File: config.mk
export PLATFORM = sky130hd
export DESIGN_NAME = c_comment_stripper_core
export DESIGN_NICKNAME = d
export VERILOG_FILES = /design/src/csc_pkg.sv /design/src/csc_front.sv /design/src/csc_queue.sv /design/src/csc_back.sv /design/src/c_comment_stripper_core.sv
export SDC_FILE = /design/constraint.sdc
export NUM_CORES = 1
export LEC_CHECK = 0
export ABC_AREA = 1
export BUFFER_PORTS_ARGS = -buffer_cell sky130_fd_sc_hd__buf_2
export CAP_MARGIN = 20
export CORE_UTILIZATION = 45
export CTS_CLUSTER_DIAMETER = 120
export DETAILED_ROUTE_END_ITERATION = 8
export GPL_TIMING_DRIVEN = 0
export MAX_ROUTING_LAYER = met4
export SKIP_LAST_GASP = 1
export SLEW_MARGIN = 20
export SYNTH_ARGS = -nofsm -noshare
export SYNTH_HDL_FRONTEND = slang
export SYNTH_SLANG_ARGS = --single-unit
File: constraint.sdc
create_clock -name clk_i -period 5.7 [get_ports clk_i]
set_input_delay 1.425 -clock clk_i [delete_from_list [all_inputs] [get_ports clk_i]]
set_output_delay 1.425 -clock clk_i [all_outputs]
set_load 0.1 [all_outputs]
File: src/csc_pkg.sv
package csc_pkg;

  // Scanner mode codes
  localparam logic [2:0] ModePlain     = 3'd0;
  localparam logic [2:0] ModeSlash     = 3'd1;
  localparam logic [2:0] ModeLine      = 3'd2;
  localparam logic [2:0] ModeBlock     = 3'd3;
  localparam logic [2:0] ModeBlockStar = 3'd4;
  localparam logic [2:0] ModeQuote     = 3'd5;
  localparam logic [2:0] ModeQuoteEsc  = 3'd6;

  // Quote kinds
  localparam logic QuoteDouble = 1'b0;
  localparam logic QuoteSingle = 1'b1;

  // Character codes
  localparam logic [7:0] ChSlash     = 8'h2F;
  localparam logic [7:0] ChStar      = 8'h2A;
  localparam logic [7:0] ChNewline   = 8'h0A;
  localparam logic [7:0] ChDquote    = 8'h22;
  localparam logic [7:0] ChSquote    = 8'h27;
  localparam logic [7:0] ChBackslash = 8'h5C;

  // Queue between scanner and output stage
  localparam int QueueDepth = 4;
  localparam int QueuePtrW  = $clog2(QueueDepth);
  localparam int QueueCntW  = $clog2(QueueDepth + 1);

  // One queued request: one or two kept bytes from a single input byte
  typedef struct packed {
    logic [7:0] byte0;
    logic [7:0] byte1;
    logic       two;
  } csc_entry_t;

  // Queue status seen by both sides
  typedef struct packed {
    logic full;
    logic empty;
  } csc_qstat_t;

endpackage

File: src/csc_front.sv
module csc_front (
  input  logic                clk_i,
  input  logic                rst_ni,
  input  logic                s_axis_tvalid,
  output logic                s_axis_tready,
  input  logic [7:0]          s_axis_tdata,   // [7:0] char_in
  input  logic                s_axis_tlast,   // text_end
  input  csc_pkg::csc_qstat_t qstat_i,
  output logic                push_o,
  output csc_pkg::csc_entry_t push_entry_o
);

  logic [2:0] mode_q, mode_d;
  logic       quote_q, quote_d;
  logic [1:0] n;
  logic [7:0] b0, b1;
  logic [7:0] c;
  logic [7:0] q_char;
  logic       accept;

  assign c      = s_axis_tdata;
  assign q_char = quote_q ? csc_pkg::ChSquote : csc_pkg::ChDquote;

  // Accept whenever the queue has room
  assign s_axis_tready = ~qstat_i.full;
  assign accept        = s_axis_tvalid & s_axis_tready;

  // Classify one byte and pick the kept bytes
  always_comb begin
    mode_d  = mode_q;
    quote_d = quote_q;
    n       = 2'd0;
    b0      = c;
    b1      = c;
    case (mode_q)
      csc_pkg::ModeSlash: begin
        if (c == csc_pkg::ChSlash) begin
          mode_d = csc_pkg::ModeLine;
        end else if (c == csc_pkg::ChStar) begin
          mode_d = csc_pkg::ModeBlock;
        end else begin
          // release the held slash, then treat the byte as plain text
          n  = 2'd2;
          b0 = csc_pkg::ChSlash;
          b1 = c;
          if (c == csc_pkg::ChDquote || c == csc_pkg::ChSquote) begin
            quote_d = (c == csc_pkg::ChSquote) ? csc_pkg::QuoteSingle : csc_pkg::QuoteDouble;
            mode_d  = csc_pkg::ModeQuote;
          end else begin
            mode_d = csc_pkg::ModePlain;
          end
        end
      end
      csc_pkg::ModeLine: begin
        if (c == csc_pkg::ChNewline) begin
          n      = 2'd1;
          mode_d = csc_pkg::ModePlain;
        end
      end
      csc_pkg::ModeBlock: begin
        if (c == csc_pkg::ChStar) begin
          mode_d = csc_pkg::ModeBlockStar;
        end else if (c == csc_pkg::ChNewline) begin
          n = 2'd1;
        end
      end
      csc_pkg::ModeBlockStar: begin
        if (c == csc_pkg::ChSlash) begin
          mode_d = csc_pkg::ModePlain;
        end else if (c != csc_pkg::ChStar) begin
          if (c == csc_pkg::ChNewline) begin
            n = 2'd1;
          end
          mode_d = csc_pkg::ModeBlock;
        end
      end
      csc_pkg::ModeQuote: begin
        n = 2'd1;
        if (c == csc_pkg::ChBackslash) begin
          mode_d = csc_pkg::ModeQuoteEsc;
        end else if (c == q_char) begin
          mode_d = csc_pkg::ModePlain;
        end
      end
      csc_pkg::ModeQuoteEsc: begin
        n      = 2'd1;
        mode_d = csc_pkg::ModeQuote;
      end
      default: begin
        // plain text, also the unused code
        if (c == csc_pkg::ChSlash) begin
          mode_d = csc_pkg::ModeSlash;
        end else if (c == csc_pkg::ChDquote || c == csc_pkg::ChSquote) begin
          n       = 2'd1;
          quote_d = (c == csc_pkg::ChSquote) ? csc_pkg::QuoteSingle : csc_pkg::QuoteDouble;
          mode_d  = csc_pkg::ModeQuote;
        end else begin
          n      = 2'd1;
          mode_d = csc_pkg::ModePlain;
        end
      end
    endcase

    // End of text: flush a held slash and return to plain text with the double quote kind
    if (s_axis_tlast) begin
      if (mode_d == csc_pkg::ModeSlash) begin
        if (n == 2'd0) begin
          b0 = csc_pkg::ChSlash;
        end else begin
          b1 = csc_pkg::ChSlash;
        end
        n = n + 2'd1;
      end
      mode_d  = csc_pkg::ModePlain;
      quote_d = csc_pkg::QuoteDouble;
    end
  end

  // Push a request only when the byte keeps something
  assign push_o             = accept & (n != 2'd0);
  assign push_entry_o.byte0 = b0;
  assign push_entry_o.byte1 = b1;
  assign push_entry_o.two   = (n == 2'd2);

  // Advance scanner state on each accepted byte
  always_ff @(posedge clk_i or negedge rst_ni) begin
    if (!rst_ni) begin
      mode_q  <= csc_pkg::ModePlain;
      quote_q <= csc_pkg::QuoteDouble;
    end else if (accept) begin
      mode_q  <= mode_d;
      quote_q <= quote_d;
    end
  end

endmodule

File: src/csc_queue.sv
module csc_queue (
  input  logic                clk_i,
  input  logic                rst_ni,
  input  logic                push_i,
  input  csc_pkg::csc_entry_t push_entry_i,
  input  logic                pop_i,
  output csc_pkg::csc_entry_t head_o,
  output csc_pkg::csc_qstat_t qstat_o
);

  csc_pkg::csc_entry_t                mem_q [csc_pkg::QueueDepth];
  logic [csc_pkg::QueuePtrW-1:0]      wr_ptr_q, rd_ptr_q;
  logic [csc_pkg::QueueCntW-1:0]      cnt_q;

  assign qstat_o.full  = (cnt_q == csc_pkg::QueueCntW'(csc_pkg::QueueDepth));
  assign qstat_o.empty = (cnt_q == '0);
  assign head_o        = mem_q[rd_ptr_q];

  // Store requests
  always_ff @(posedge clk_i) begin
    if (push_i) begin
      mem_q[wr_ptr_q] <= push_entry_i;
    end
  end

  // Advance pointers and fill count
  always_ff @(posedge clk_i or negedge rst_ni) begin
    if (!rst_ni) begin
      wr_ptr_q <= '0;
      rd_ptr_q <= '0;
      cnt_q    <= '0;
    end else begin
      if (push_i) begin
        wr_ptr_q <= wr_ptr_q + 1'b1;
      end
      if (pop_i) begin
        rd_ptr_q <= rd_ptr_q + 1'b1;
      end
      if (push_i && !pop_i) begin
        cnt_q <= cnt_q + 1'b1;
      end else if (!push_i && pop_i) begin
        cnt_q <= cnt_q - 1'b1;
      end
    end
  end

  a_no_overflow: assert property (@(posedge clk_i) disable iff (!rst_ni)
    push_i |-> !qstat_o.full)
    else $error("push into full queue");

  a_no_underflow: assert property (@(posedge clk_i) disable iff (!rst_ni)
    pop_i |-> !qstat_o.empty)
    else $error("pop from empty queue");

  a_cnt_bound: assert property (@(posedge clk_i) disable iff (!rst_ni)
    cnt_q <= csc_pkg::QueueCntW'(csc_pkg::QueueDepth))
    else $error("queue count out of range");

endmodule

File: src/csc_back.sv
module csc_back (
  input  logic                clk_i,
  input  logic                rst_ni,
  input  csc_pkg::csc_entry_t head_i,
  input  csc_pkg::csc_qstat_t qstat_i,
  output logic                pop_o,
  output logic                m_axis_tvalid,
  input  logic                m_axis_tready,
  output logic [7:0]          m_axis_tdata,   // [7:0] char_out
  output logic                m_axis_tlast    // run_last
);

  logic       out_valid_q;
  logic [7:0] out_byte_q;
  logic       out_last_q;
  logic       pend_valid_q;
  logic [7:0] pend_byte_q;
  logic       load;

  // Output slot is free for new data
  assign load  = !out_valid_q || m_axis_tready;
  assign pop_o = load && !pend_valid_q && !qstat_i.empty;

  assign m_axis_tvalid = out_valid_q;
  assign m_axis_tdata  = out_byte_q;
  assign m_axis_tlast  = out_last_q;

  // Hold control of the output register and second byte
  always_ff @(posedge clk_i or negedge rst_ni) begin
    if (!rst_ni) begin
      out_valid_q  <= 1'b0;
      pend_valid_q <= 1'b0;
    end else if (load) begin
      if (pend_valid_q) begin
        out_valid_q  <= 1'b1;
        pend_valid_q <= 1'b0;
      end else if (!qstat_i.empty) begin
        out_valid_q  <= 1'b1;
        pend_valid_q <= head_i.two;
      end else begin
        out_valid_q <= 1'b0;
      end
    end
  end

  // Load result bytes
  always_ff @(posedge clk_i) begin
    if (load) begin
      if (pend_valid_q) begin
        out_byte_q <= pend_byte_q;
        out_last_q <= 1'b1;
      end else if (!qstat_i.empty) begin
        out_byte_q  <= head_i.byte0;
        out_last_q  <= !head_i.two;
        pend_byte_q <= head_i.byte1;
      end
    end
  end

  a_pend_needs_out: assert property (@(posedge clk_i) disable iff (!rst_ni)
    pend_valid_q |-> out_valid_q)
    else $error("second byte pending without a first");

  a_first_has_second: assert property (@(posedge clk_i) disable iff (!rst_ni)
    (out_valid_q && !out_last_q) |-> pend_valid_q)
    else $error("non-last result without a follower");

  a_second_follows: assert property (@(posedge clk_i) disable iff (!rst_ni)
    (pend_valid_q && out_valid_q && m_axis_tready) |=> (out_valid_q && out_last_q))
    else $error("second byte not shown after first");

endmodule

File: src/c_comment_stripper_core.sv
// A kept byte is written into the request queue when its input is accepted, then loaded into
// the output register once that register is free, which presents it on the master side.
// Throughput: one input byte per cycle while the queue has room; the output register drains
// one byte per cycle while m_axis_tready is high, so an input that keeps two bytes (released
// slash) needs two transfers. A 4-entry queue between scanner and output stage absorbs bursts.
// Reset (rst_ni low, asynchronous): scanner to plain text, double quote, queue and output empty.
module c_comment_stripper_core (
  input  logic       clk_i,
  input  logic       rst_ni,
  input  logic       s_axis_tvalid,
  output logic       s_axis_tready,
  input  logic [7:0] s_axis_tdata,   // [7:0] char_in
  input  logic       s_axis_tlast,   // text_end
  output logic       m_axis_tvalid,
  input  logic       m_axis_tready,
  output logic [7:0] m_axis_tdata,   // [7:0] char_out
  output logic       m_axis_tlast    // run_last
);

  logic                push;
  logic                pop;
  csc_pkg::csc_entry_t push_entry;
  csc_pkg::csc_entry_t head;
  csc_pkg::csc_qstat_t qstat;

  csc_front u_front (
    .clk_i        (clk_i),
    .rst_ni       (rst_ni),
    .s_axis_tvalid(s_axis_tvalid),
    .s_axis_tready(s_axis_tready),
    .s_axis_tdata (s_axis_tdata),
    .s_axis_tlast (s_axis_tlast),
    .qstat_i      (qstat),
    .push_o       (push),
    .push_entry_o (push_entry)
  );

  csc_queue u_queue (
    .clk_i       (clk_i),
    .rst_ni      (rst_ni),
    .push_i      (push),
    .push_entry_i(push_entry),
    .pop_i       (pop),
    .head_o      (head),
    .qstat_o     (qstat)
  );

  csc_back u_back (
    .clk_i        (clk_i),
    .rst_ni       (rst_ni),
    .head_i       (head),
    .qstat_i      (qstat),
    .pop_o        (pop),
    .m_axis_tvalid(m_axis_tvalid),
    .m_axis_tready(m_axis_tready),
    .m_axis_tdata (m_axis_tdata),
    .m_axis_tlast (m_axis_tlast)
  );

endmodule
* Word-level counts from Yosys, hierarchy flattened *
Memories as Yosys holds them, arrays and structs flattened.
Index checks and enable logic that the tools add are counted.

operators by class
  add/sub/neg operators = 5
  equality and inequality tests = 21
  multiplexer cells = 50
  bitwise gates (word level) = 5
  reduce and logical (&&, ||, !) cells = 21

operator list
  operator             number
  $mux 8               11
  $mux 3               14
  $eq 8x6->1 const B   4
  $pmux 3 s6           1
  $mux 1               15
  $mux 2               7
  $eq 3x3->1 const B   4
  $pmux 2 s5           1
  $eq 8x4->1 const B   1
  $eq 8x7->1 const B   1
  $eq 8x8->1           1
  $ne 8x6->1 const B   1
  $add 2x1->2 const B  3
  $eq 3x1->1 const B   2
  $eq 3x2->1 const B   2
  $logic_not 1->1      6
  $reduce_or 5->1      1
  $logic_and 1x1->1    4
  $ne 2x2->1 const B   2
  $reduce_and 4->1     1
  $reduce_bool 2->1    2
  $add 3x1->3 const B  1
  $logic_not 3->1      1
  $ne 3x3->1 const B   1
  other kinds (11)     15

word-level totals
  register bits after elaboration = 30
  bits in writable memories = 68
  output and inout port bits = 11
  memories = 1

memories
  memory         words  width  rd ports  clocked after memory_dff  wr ports  RTL line         source
  u_queue.mem_q  4      17     1         0                         1         csc_queue.sv:11  csc_pkg::csc_entry_t mem_q [csc_pkg::QueueDepth];

* Depth between registers and ports, before layout *
Gate-level depths: netlist (run 1).

  depth after elaboration = 15
  depth in mapped cells = 20

* By module *
From an unflattened synthesis (run 1), not the netlist that was laid out.

unflattened totals
  cell total of the unflattened synthesis = 439
  area total of the unflattened synthesis = 4596.9 um2

modules (own cells, without submodules)
  module     times used  cells each  area an instance (um2)  seq. area each (um2)
  csc_queue  1           246         3164.3                  2217.1
  csc_back   1           60          726.9                   560.5
  csc_front  1           133         705.7                   100.1

* Worst setup path before layout (run 1) *
No wires, ideal clock.

  kind = input-to-reg
  start point = input port s_axis_tdata[4]
  end point = register u_queue.cnt_q[1] (netlist bit)
  library setup time = 125 ps
  data arrival time = 3612 ps
  required time = 5575 ps
  path slack = 1963 ps
  stages = 18
  buffers on the path = 0
  path through = inv_2 nand2_1 nor2_2 nand2_1 nand2_1 nand2_1 nand2_1 o21ai_0 nand2_1 ha_1 nand4_1 nand3_2 nand2_4 inv_1 ha_1 inv_1 fa_1 mux2_2

between the ends
  word-level cells in the longest chain between the ends = 14
  elaborated cells on any way between the ends = 39
  classes of those cells = 1 x add/sub; 9 x eq/ne; 22 x mux; 1 x bitwise; 6 x reduce/logical

ends and longest elaborated chain
  what                                                                 RTL line                       source
  start, declared                                                      c_comment_stripper_core.sv:12  input logic [7:0] s_axis_tdata,
  parallel branches: the longest is 8 deep, another holds $add 2x1->2  -
  $mux 2 (*)                                                           csc_front.sv:105               if (s_axis_tlast) begin
  $reduce_bool 2->1 (*)                                                csc_front.sv:120               assign push_o = accept & (n != 2'd0);
  $and 1x1->1 (*)                                                      csc_front.sv:120
  named net push                                                       c_comment_stripper_core.sv:20  logic push;
  $logic_not 1->1                                                      csc_queue.sv:41                end else if (!push_i && pop_i) begin
  $logic_and 1x1->1                                                    csc_queue.sv:41
  $reduce_bool 2->1 (no source line)                                   -
  end signal, assigned                                                 csc_queue.sv:40                cnt_q <= cnt_q + 1'b1;
  end signal, assigned                                                 csc_queue.sv:42                cnt_q <= cnt_q - 1'b1;
  end, declared                                                        csc_queue.sv:13                logic [csc_pkg::QueueCntW-1:0] cnt_q;

Mark *: on every way through the listed nets, which the timed path passes.
A chain may end at the register's enable or synchronous reset.

* Final worst setup path (run 1) *
Ends and elaborated chain as after synthesis.

==> impl_metrics.yaml, run 1 <==
outcome:
  outcome: "finished clean"
timing:
  period_needed_ns: 3.830
  max_freq_mhz: 261.1
  max_slew_margin: 0.6074
  skew_ns: 0.008990
  finalSetupViolCount: 0
  report.final.slew_viol_count: 0
  fin_crit_sh: 0.6719
  finalSetupTns_ns: 0
  tightest_slew_ns: 0.5827
  hold_viol_final: 0
  rsz0062_at_grt: "no"
die:
  dieArea_um2: 9940
  ios: 24
  initial_utilization: 0.4649
  die_w_um: 99.70
  row_count: 35
  core_um2: 9240
  die_y_um: 99.70
route:
  via_count: 2870
  via_per_inst: 5.000
  drt-pass1-iter-count: 4
  drt.antenna.violating_nets: 0
  drcViolationCount: 0
  wl_per_cell_um: 15.53
  drt-initial-drc-count: 176
  routed_wl_mm: 8.912
run:
  cap_violations: 0
min_path:
  hp-class: "reg2reg"
  min_from: "u_back.pend_valid_q"
  min_to: "u_back.m_axis_tvalid"
  hold-path-cell-count: 2
worst_setup_path:
  startpoint_type: "input pin"
  crit_arrival_ns: 4.09
  cp_cell_sequence: "buf_2 -> inv_2 -> nand2_1 -> nor2_2 -> nand2_1 -> nand2_1 -> nand2_1 -> nand2_1 -> o21ai_0 -> nand2_1 -> ha_1 -> nand4_1 -> nand3_2 -> nand2_4 -> inv_1 -> ha_1 -> inv_1 -> fa_1 -> mux2_2"
  crit_path_max_fanout: 8
  critical_path_class: "in2reg"
  end_kind: "register"
  worst_path_max_delay_cell: "fa_1"
  ff2ff_setup_slack_ns: 2.52
  worstReg2RegEnd: "u_queue.cnt_q[2]"
  worst-path-buf-inv: 4
  path_delay_family: "simple AND/OR/NAND/NOR gates"
  max_stage_delay_ns: 0.40
  cp_common_cell: "nand2_1"
  worstReg2RegStart: "u_front.mode_q[1]"
  worst_ep_required_time_ns: 5.96
  r2r_cells: 16
placement:
  io_buffer_count: 23
  place.detailed.hpwl_mm: 6.228
  place_congestion: 0.8130
synth:
  netlist_area_um2: 4295
  seq_area_frac_synth: 0.6700
  synth-seq-cells: 98
  synthCells: 402
  synth_nets: 422
  yosysUniqueCellTypes: 30
  syn_area_per_cell_um2: 10.69
  ys_warn_count: 0
finish:
  layout-drive-gt1-share: 0.1326
  syn2layout_area_growth_pct: 12.35
  antenna-diode-count: 0
  fin_util: 0.5223
  layout.nets: 460
global_routing:
  grt_use_total: 0.2073
  grt_max_degree: 19
  grt_pass1_vias: 2827
  grt_pass1_wl_mm: 14.78
  antenna_found_initial: 0
  grt_overflow: 0
clocking:
  cts_made_buffers: 9
  cts_root_buf: "clkbuf_8"
  ctsHoldBuffers: 0
  cts_tree: "done"
  clock_path_buffers: 2
  cts_sinks: 98
  clkSlewWorstSetupHoldPaths_ns: 0.10
  postCtsSetupBuffers: 0
  cts_resized: 0
  clock_latency_ns: 0.36
  h-tree-depth: 3
pwr:
  vdd_drop_max_mv: 0.2315
  p_per_area_nw_per_um2: 554.9
  p_leak_uw: 0.001874
## placed cells by master (no fill, tap or decap), types with 2 or more instances in the layout
cell type  instances
nor2_1            78
nand2_1           51
edfxtp_1          85
clkinv_1           2
inv_6              2
a21oi_1            2
nand4_1            2
clkbuf_1          18
inv_1             37
a31oi_1            8
ha_1               6
nand3_1           18
dfrtp_1           13
o21ai_0           47
buf_8              3
clkbuf_8           9
nor3_1             3
nor2_2             7
clkinv_4           3
xnor2_1            2
inv_2              3
o22ai_1            9
buf_2             23
## logic make-up (layout without fill, tap and decap cells)
group	count (synthesis)	after routing	synth area share
AO/OA/AOI/OAI	68	68	0.08593
XOR/XNOR	3	3	0.006118
adder cells (fa/ha/maj)	7	7	0.02214
buffers and inverters	61	104	0.05359
flip-flops	98	98	0.6700
multiplexers	1	1	0.002621
AND/OR/NAND/NOR	164	164	0.1596
## cells in the mapped netlist
cell      count  area (um^2)
a21oi_1       2        10.01
a21oi_2       1        8.760
a31oi_1       8        50.05
and3_1        1        6.260
buf_1         1        3.750
clkbuf_1     18        67.56
clkbuf_2      1        5.000
clkinv_1      1        3.750
dfrtp_1      13        325.3
edfxtp_1     85         2552
fa_1          1        20.02
ha_1          6        75.07
inv_1        37        138.9
inv_2         3        11.26
mux2_2        1        11.26
nand2_1      51        191.4
nand2_4       1        11.26
nand3_1      18        90.09
nand3_2       1        10.01
nand4_1       2        12.51
nor2_1       82        307.8
nor2_2        3        18.77
nor3_1        3        15.01
nor3_4        1        16.27
o21ai_0      47        235.2
o22ai_1       9        56.30
o41ai_1       1        8.760
or2_2         1        6.260
xnor2_1       2        17.52
xor2_1        1        8.760
## state kept, by name (all words and copies together), names as in the netlist, 2 cells and up
register,cells
u_queue.mem_q,68
u_back.m_axis_tdata,8
u_back.pend_byte_q,8
u_front.mode_q,3
u_queue.cnt_q,3
u_queue.rd_ptr_q,2
u_queue.wr_ptr_q,2
## area by class of cell
| type | count | area (um^2) |
|---|---|---|
| Timing Repair Buffer | 27 | 171.4 |
| Fill cell | 824 | 4414 |
| Tap cell | 129 | 161.4 |
| Buffer | 20 | 76.32 |
| Sequential cell | 98 | 2878 |
| Inverter | 41 | 153.9 |
| Multi-Input combinational cell | 243 | 1197 |
| Clock buffer | 9 | 123.9 |
| Clock inverter | 7 | 63.81 |
## worst min-delay path: stages, from the launching register on
cell,delay (ns)
dfrtp_1,0.38
nor2_1,0.07
nand2_1,0.05
## how the worst max path moves through the flow
stage	from	endpoint	slack [ns]	cells after the start
CTS	s_axis_tdata[4]	u_queue.cnt_q[1]	1.87	19
global placement	s_axis_tdata[4]	u_queue.mem_q[3][4]	1.01	15
finish	s_axis_tdata[4]	u_queue.cnt_q[1]	1.87	19
floorplan	s_axis_tdata[4]	u_queue.cnt_q[1]	1.96	18
global route	s_axis_tdata[4]	u_queue.cnt_q[1]	1.60	19
detailed placement	s_axis_tdata[4]	u_queue.cnt_q[1]	1.48	19
## report_power, final
group	total, uW	switching [uW]	internal, uW
Sequential	1120	67.8	1050
Clock	417	251	166
Combinational	1140	853	287
Total	2680	1170	1510
## per-layer routing
layer | wire length, um | vias to the layer above | part of all wire | global-route usage
met3 | 369 | 6 | 0.041 | 0.02741
met5 | 0 | - | 0 | -
met2 | 4175 | 71 | 0.47 | 0.3220
li1 | - | 1439 | - | -
met1 | 4265 | 1354 | 0.48 | 0.2794
met4 | 101 | 0 | 0.011 | 0.07919
## stage by stage
stage	worst slack (ns)	hold WS, ns	instance area, um^2	total power [uW]	std cells
2_1_floorplan	1.963	0.4686	4295	1976	402
6_report	1.870	0.5256	4826	2678	574
3_3_place_gp	1.010	0.4924	4572	2241	554
5_1_grt	1.601	0.5476	4826	2865	574
3_5_place_dp	1.477	0.5027	4638	2288	558
4_1_cts	1.869	0.5259	4826	2703	574
No activity file was read; power rests on OpenSTA's default activity.
==> run 2, diff against run 1 <==
==> constraint.sdc (replaced) <==
create_clock -name clk_i -period 3.2 [get_ports clk_i]
set_input_delay 0.8 -clock clk_i [delete_from_list [all_inputs] [get_ports clk_i]]
set_output_delay 0.8 -clock clk_i [all_outputs]
set_load 0.1 [all_outputs]
==> run 2 against run 1 <==
Compared with the run above: first-iteration DRC count increased by 13%; clock-buffer cell count unchanged; utilization increased by 0.81 points; sequential power increased by 79%; register-to-register slack got worse by 2.3 ns; routed wire length increased by 0.66%; critical endpoint is now u_queue.cnt_q[2].
==> impl_metrics.yaml, run 2 (synthesized netlist as in run 1, its figures left out) <==
worst_setup_path:
  worst-path-buf-inv: 3
  max_stage_delay_ns: 0.43
  cp_cell_sequence: "buf_2 -> nand2_1 -> nor2_4 -> nand2_1 -> nand2_1 -> nand2_1 -> nand2_1 -> o21ai_2 -> nand2_1 -> ha_1 -> nand4_1 -> nand3_2 -> nand2_4 -> inv_1 -> ha_1 -> inv_1 -> fa_1 -> a21oi_1 -> o21ai_0 -> xnor2_1"
  crit_path_max_fanout: 6
  worst_path_max_delay_cell: "fa_1"
  r2r_cells: 15
  worst_ep_required_time_ns: 3.45
  path_delay_family: "simple AND/OR/NAND/NOR gates"
  end_kind: "register"
  startpoint_type: "input pin"
  ff2ff_setup_slack_ns: 0.24
  worstReg2RegEnd: "u_queue.cnt_q[2]"
  critical_path_class: "in2reg"
  worstReg2RegStart: "u_front.mode_q[1]"
  cp_common_cell: "nand2_1"
  crit_arrival_ns: 3.23
placement:
  pre_cts_ws_ns: -0.3976
  place_congestion: 0.8130
  place.detailed.hpwl_mm: 6.228
  io_buffer_count: 23
clocking:
  cts_tree: "done"
  clock_path_buffers: 2
  cts_sinks: 98
  clkSlewWorstSetupHoldPaths_ns: 0.10
  cts_made_buffers: 9
  clock_latency_ns: 0.36
  cts_root_buf: "clkbuf_8"
  h-tree-depth: 3
timing:
  report.final.slew_viol_count: 0
  whs_ns: 0.3068
  max_slew_margin: 0.6071
  period_needed_ns: 2.972
  finalSetupViolCount: 0
  skew_ns: 0.01021
  fin_crit_sh: 0.9288
  tightest_slew_ns: 0.5832
  max_freq_mhz: 336.5
  hold_viol_final: 0
  worst_slack_ns: 0.2279
finish:
  layout-drive-gt1-share: 0.1607
  layout.nets: 463
  fin_util: 0.5304
  top_register: "u_queue.mem_q"
  syn2layout_area_growth_pct: 14.10
  layout_common_cells: "85 x edfxtp_1, 76 x nor2_1, 47 x nand2_1"
  largest_reg_flops: 68
  layout_commonest_cell: "edfxtp_1"
  antenna-diode-count: 0
die:
  core_um2: 9240
  initial_utilization: 0.4649
  die_w_um: 99.70
  ios: 24
  row_count: 35
  dieArea_um2: 9940
  die_y_um: 99.70
pwr:
  finalPower_uw: 4820
  p_per_area_nw_per_um2: 983.4
  p_leak_uw: 0.001891
  vdd_drop_max_mv: 0.4124
global_routing:
  grt_use_total: 0.2075
  grt_overflow: 0
  grt_max_degree: 19
  grt_pass1_wl_mm: 14.77
  antenna_found_initial: 0
  grt_pass1_vias: 2821
route:
  drt-initial-drc-count: 198
  via_per_inst: 5.031
  drt.antenna.violating_nets: 0
  routed_wl_mm: 8.971
  dr_wl_met3_um: 490
  dr_wl_met2_mm: 4.231
  top_layer: "met4"
  wl_per_cell_um: 15.55
  drt-pass1-iter-count: 5
  via_count: 2903
  wl_met1_mm: 4.183
  drcViolationCount: 0
min_path:
  hp-class: "in2async"
outcome:
  outcome: "finished clean"
run:
  cap_violations: 0
## run 2: changes by cell type in the layout (fill, tap and decap cells not counted), sizes merged
| cell | change |
|---|---|
| buf | +4 |
| clkbuf | -1 |
## run 2: cell type report
type,instances,area (um^2)
Tap cell,129,161.4
Buffer,19,71.32
Inverter,41,153.9
Multi-Input combinational cell,243,1245
Fill cell,815,4339
Timing Repair Buffer,31,201.4
Clock buffer,9,123.9
Sequential cell,98,2880
Clock inverter,7,63.81
## run 2: how the worst max path moves through the flow
| stage | startpoint | to | slack, ns | cells after the start |
|---|---|---|---|---|
| CTS | s_axis_tdata[3] | u_queue.cnt_q[1] | 0.08 | 18 |
| detailed placement | s_axis_tdata[4] | u_queue.cnt_q[1] | -0.40 | 19 |
| finish | s_axis_tdata[2] | u_queue.cnt_q[2] | 0.23 | 20 |
| global placement | s_axis_tdata[4] | u_queue.mem_q[3][4] | -0.87 | 15 |
| global route | u_front.mode_q[1] | u_queue.cnt_q[2] | -0.003 | 15 |
| floorplan | s_axis_tdata[4] | u_queue.cnt_q[1] | 0.09 | 18 |
## run 2: metrics by stage
step | std cells | area [um^2] | TNS (ns)
global placement | 554 | 4572 | -57.65
global route | 577 | 4901 | -0.003344
finish | 577 | 4901 | 0
floorplan | 402 | 4295 | 0
CTS | 575 | 4838 | 0
detailed placement | 558 | 4638 | -2.601
## run 2: power breakdown
group / total [uW] / switching [uW] / internal [uW]
Combinational: 2060 / 1530 / 537
Sequential: 2010 / 137 / 1880
Clock: 743 / 447 / 296
## run 2: repair_timing
action                                  4_1_cts  5_1_grt
resized for setup                             1       15
endpoints found under the hold margin         0        0
pin swaps                                     1        2
buffers inserted                              1        3
endpoints found under the setup margin        2        2
gates cloned                                  0        0
hold buffers                                  0        0
## run 2: per-layer routing
layer,up-vias,GRT usage
met4,0,0.07919
met3,4,0.02741
met2,87,0.3236
li1,1445,-
met5,-,-
met1,1367,0.2785
